**src/sv/twcw_pkg.sv**
```systemverilog
// text window console writer: shared types and constants
// transaction payload structs, register map, opcodes and control characters
// no dependencies
package twcw_pkg;

  // configuration port
  localparam int CFG_AW = 4;
  localparam int CFG_DW = 32;

  localparam logic [1:0] REG_TOP    = 2'd0;
  localparam logic [1:0] REG_LEFT   = 2'd1;
  localparam logic [1:0] REG_WIDTH  = 2'd2;
  localparam logic [1:0] REG_HEIGHT = 2'd3;

  localparam logic [4:0] TOP_RST    = 5'd2;
  localparam logic [6:0] LEFT_RST   = 7'd0;
  localparam logic [6:0] WIDTH_RST  = 7'd80;
  localparam logic [4:0] HEIGHT_RST = 5'd24;

  // opcodes
  localparam logic [1:0] OP_PUT   = 2'd0;
  localparam logic [1:0] OP_READ  = 2'd1;
  localparam logic [1:0] OP_CLEAR = 2'd2;
  localparam logic [1:0] OP_NONE  = 2'd3;

  // control characters
  localparam logic [7:0] CH_BS  = 8'd8;
  localparam logic [7:0] CH_TAB = 8'd9;
  localparam logic [7:0] CH_LF  = 8'd10;
  localparam logic [7:0] CH_CR  = 8'd13;
  localparam logic [7:0] BLANK  = 8'h20;

  typedef struct packed {
    logic [4:0] window_top;
    logic [6:0] window_left;
    logic [6:0] window_width;
    logic [4:0] window_height;
  } cfg_t;

  typedef struct packed {
    logic [1:0]  opcode;
    logic [7:0]  char_code;
    logic [10:0] cell_address;
  } in_t;

  typedef struct packed {
    logic [10:0] cursor_address;
    logic [4:0]  cursor_line;
    logic [6:0]  cursor_column;
    logic [7:0]  read_char;
  } out_t;

endpackage

```
**src/sv/twcw_cfg_regs.sv**
```systemverilog
// text window console writer: apb-style window configuration registers
// depends on twcw_pkg (register map, reset values, cfg_t)
module twcw_cfg_regs (
  input  logic                        clk,
  input  logic                        rst_n,
  input  logic                        psel,
  input  logic                        penable,
  input  logic                        pwrite,
  input  logic [twcw_pkg::CFG_AW-1:0] paddr,
  input  logic [twcw_pkg::CFG_DW-1:0] pwdata,
  output logic [twcw_pkg::CFG_DW-1:0] prdata,
  output logic                        pready,
  output twcw_pkg::cfg_t              cfg,
  output logic                        cfg_wr
);

  twcw_pkg::cfg_t cfg_r;
  twcw_pkg::cfg_t cfg_nxt;
  logic [1:0]     reg_idx;

  assign reg_idx = paddr[3:2];
  assign pready  = 1'b1;
  assign cfg_wr  = psel && penable && pwrite;
  assign cfg     = cfg_r;

  always_comb begin
    cfg_nxt = cfg_r;
    if (cfg_wr) begin
      unique case (reg_idx)
        twcw_pkg::REG_TOP:    cfg_nxt.window_top    = pwdata[4:0];
        twcw_pkg::REG_LEFT:   cfg_nxt.window_left   = pwdata[6:0];
        twcw_pkg::REG_WIDTH:  cfg_nxt.window_width  = pwdata[6:0];
        twcw_pkg::REG_HEIGHT: cfg_nxt.window_height = pwdata[4:0];
        default:              cfg_nxt = cfg_r;
      endcase
    end
  end

  always_comb begin
    unique case (reg_idx)
      twcw_pkg::REG_TOP:    prdata = twcw_pkg::CFG_DW'(cfg_r.window_top);
      twcw_pkg::REG_LEFT:   prdata = twcw_pkg::CFG_DW'(cfg_r.window_left);
      twcw_pkg::REG_WIDTH:  prdata = twcw_pkg::CFG_DW'(cfg_r.window_width);
      twcw_pkg::REG_HEIGHT: prdata = twcw_pkg::CFG_DW'(cfg_r.window_height);
      default:              prdata = '0;
    endcase
  end

  always_ff @(posedge clk) begin
    if (!rst_n) begin
      cfg_r.window_top    <= twcw_pkg::TOP_RST;
      cfg_r.window_left   <= twcw_pkg::LEFT_RST;
      cfg_r.window_width  <= twcw_pkg::WIDTH_RST;
      cfg_r.window_height <= twcw_pkg::HEIGHT_RST;
    end else begin
      cfg_r <= cfg_nxt;
    end
  end

endmodule

```
**config.mk**
```make
export PLATFORM = sky130hd
export DESIGN_NAME = twcw_cfg_regs
export DESIGN_NICKNAME = d
export VERILOG_FILES = /design/src/sv/twcw_pkg.sv /design/src/sv/twcw_cfg_regs.sv
export SDC_FILE = /design/constraint.sdc
export NUM_CORES = 1
export LEC_CHECK = 0
export BUFFER_PORTS_ARGS = -buffer_cell sky130_fd_sc_hd__buf_4
export CORE_UTILIZATION = 26
export CTS_BUF_LIST = sky130_fd_sc_hd__clkbuf_8
export CTS_CLUSTER_SIZE = 8
export DETAILED_ROUTE_END_ITERATION = 10
export PLACE_DENSITY = 0.61
export SYNTH_ARGS = -nofsm -noshare
export SYNTH_HDL_FRONTEND = slang
export SYNTH_SLANG_ARGS = --single-unit
```
**constraint.sdc**
```tcl
create_clock -name clk -period 1.7 [get_ports clk]
set_input_delay 0.17 -clock clk [delete_from_list [all_inputs] [get_ports clk]]
set_output_delay 0.17 -clock clk [all_outputs]
set_load 0.005 [all_outputs]
```
==> impl_metrics.tcl <==
set metrics [dict create \
    outcome "finished, final reports clean" \
    crit_fanout 3 \
    hold_end "cfg[11]" \
    netlist_area_um2 1310 \
    core_um2 4790 \
    post_drt_wl_per_cell_um 11.6 \
    utilization_pct 34.9 \
    cts_tree "built" \
    async_flop_share_pct 0 \
    grt_max_degree 33 \
    die_h_um 72.9 \
    worstPathRequired_ps 1530 \
    hpwl_mm 2.19 \
    worst_setup_path_end_kind "output pin" \
    ys_top_cells_by_area "dfxtp_1 37%, buf_4 17%, mux2i_1 15%" \
    r2r-end "cfg[9]" \
    grt_first_pass_wirelength_mm 4.31 \
    ys_warn_count 0 \
    hold_class "input pin to register" \
    r2r_slack_ps 940 \
    cts_sinks 24 \
    ctsHoldBuffers 0 \
    post-route-min-period_ps 1440 \
    synth-edff-count 0 \
    worstSetupPathType "register to output pin" \
    critPathArrivalTime_ps 1270 \
    use_met2_pct 19.2 \
    finalPower_mw 1.20 \
    r2r-start "cfg[9]" \
    synth_common_cells "29 x buf_4, 27 x nand2_1, 24 x dfxtp_1" \
    wl_mm 2.85 \
    period_share_pct 84.7 \
    top_usage_layer "met2" \
    path_clk_slew_ps 80 \
    syn_to_final_growth_pct 27.7 \
    yosysTopAreaCell "dfxtp_1" \
    gp_congestion 0.704 \
    drc 0 \
    startpoint "cfg[9]" \
    htree_levels 1 \
    clockRootBuffer "clkbuf_8" \
    hold_path_depth 3 \
    grt_usage_pct 10.8 \
    clock_latency_ps 260 \
    setup_ws_ps 260 \
    antennaDiodeCount 0 \
    whs_ps 162 \
    antenna_left 0 \
    row_count 25 \
    synth-seq-area-share_pct 36.7 \
    ctsResizeCount 0 \
    power_leakage_nw 0.772 \
    instances_no_fill 246 \
    synth_flop_cell "dfxtp_1" \
    num-nets-final 221 \
    synthCells 136 \
    ios 99 \
    crit_chain "mux4_1, buf_4" \
    avgSynthCellArea_um2 9.61 \
    grt.overflow.total 0 \
    place_ws_ps 396 \
    hp-start "pwdata[6]" \
    post_dp_cell_area_um2 1600 \
    max_cap_viol_count 0 \
    first_global_vias 907 \
    vdd_drop_max_mv 0.304 \
    fmax_ghz 0.695 \
    io_buffers 45 \
    startpoint_type "register" \
    tns_ps 0 \
    final_area_um2 1670 \
    slowest_stage "mux4_1" \
    cts_setup_buffers 0 \
    yosysMostFrequentCell "buf_4" \
    drtIter0Drc 26 \
    via_count 963 \
    reg2reg_depth 3 \
    gr-usage-met1_pct 12.8 \
    power.density_nw_per_um2 721 \
    viasPerCell 3.91 \
    hold_viol 0 \
    dp_cells 242 \
    clock_skew_ps 0 \
    antenna_found_initial 0 \
    max_stage_delay_ps 520 \
    dr.pass1.iters 4 \
    synth_top_area_share_pct 36.7 \
    use_met3_pct 2.07 \
    chipWidth_um 72.9 \
    layout-drive-gt1-share_pct 33.0 \
    numCtsBuffers 3 \
    die_area_um2 5320 \
    ys_ff_latch 24 \
    largest_register_ffs 24 \
    rsz0062_at_grt "false" \
    setup_violations 0 \
    cts_buffer_depth 2 \
    ys_types 23 \
    initial_core_util_pct 27.3 \
    drv_slew 0 \
]
## logic make-up after synthesis
logic type	synth area share, %
mux	24.2
flops	36.7
other cells	0.574
simple gates	13.2
compound gates	4.88
buf+inv	20.4
## layout make-up
type	instances	area [µm²]
Clock buffer	3	41.3
Clock inverter	1	30.0
Fill cell	513	3120
Inverter	4	15.0
Multi-Input combinational cell	98	651
Sequential cell	24	480
Tap cell	67	83.8
Timing Repair Buffer	49	368
## report_power, final
| group | switching [mW] | internal (mW) |
|---|---|---|
| Sequential | 0.00609 | 0.570 |
| Combinational | 0.0690 | 0.0636 |
| Clock | 0.181 | 0.315 |
## critical path, delay by kind of cell, from the launching register on
| kind | cells | cell delay (ps) |
|---|---|---|
| multiplexers | 1 | 520 |
| buffers and inverters | 1 | 150 |
| flip-flops | 1 | 330 |
## cell usage in the layout (no fill, tap or decap)
master and count:
o31ai_1 1, inv_1 4, nand2_1 27, nor2b_1 3, nand2b_1 1, o211ai_1 2
a22o_1 2, conb_1 26, o311ai_0 1, o21ai_0 1, nor2b_2 1, mux4_2 4
clkbuf_8 3, dfxtp_1 24, bufinv_16 1, or3_4 1, nor2_1 1, nand3_1 2
a21oi_1 2, and2_1 2, mux2i_1 20, mux4_1 1, buf_4 49
## worst max-delay path by stage
stage | end | slack, ps | depth (start not counted)
after floorplan | cfg[19] | 670 | 4
final | prdata[4] | 260 | 2
after CTS | prdata[4] | 230 | 2
after global placement | prdata[4] | 410 | 3
after detailed placement | cfg[13] | 400 | 6
after global routing | prdata[4] | 200 | 2
## layer usage
metal  vias to the layer above  share of wire (%)
met5                         -                  0
met4                         0                  0
met3                         0                3.8
li1                        484                  -
met2                        34                 51
met1                       445                 45
Power figures use the tool's default switching activity.
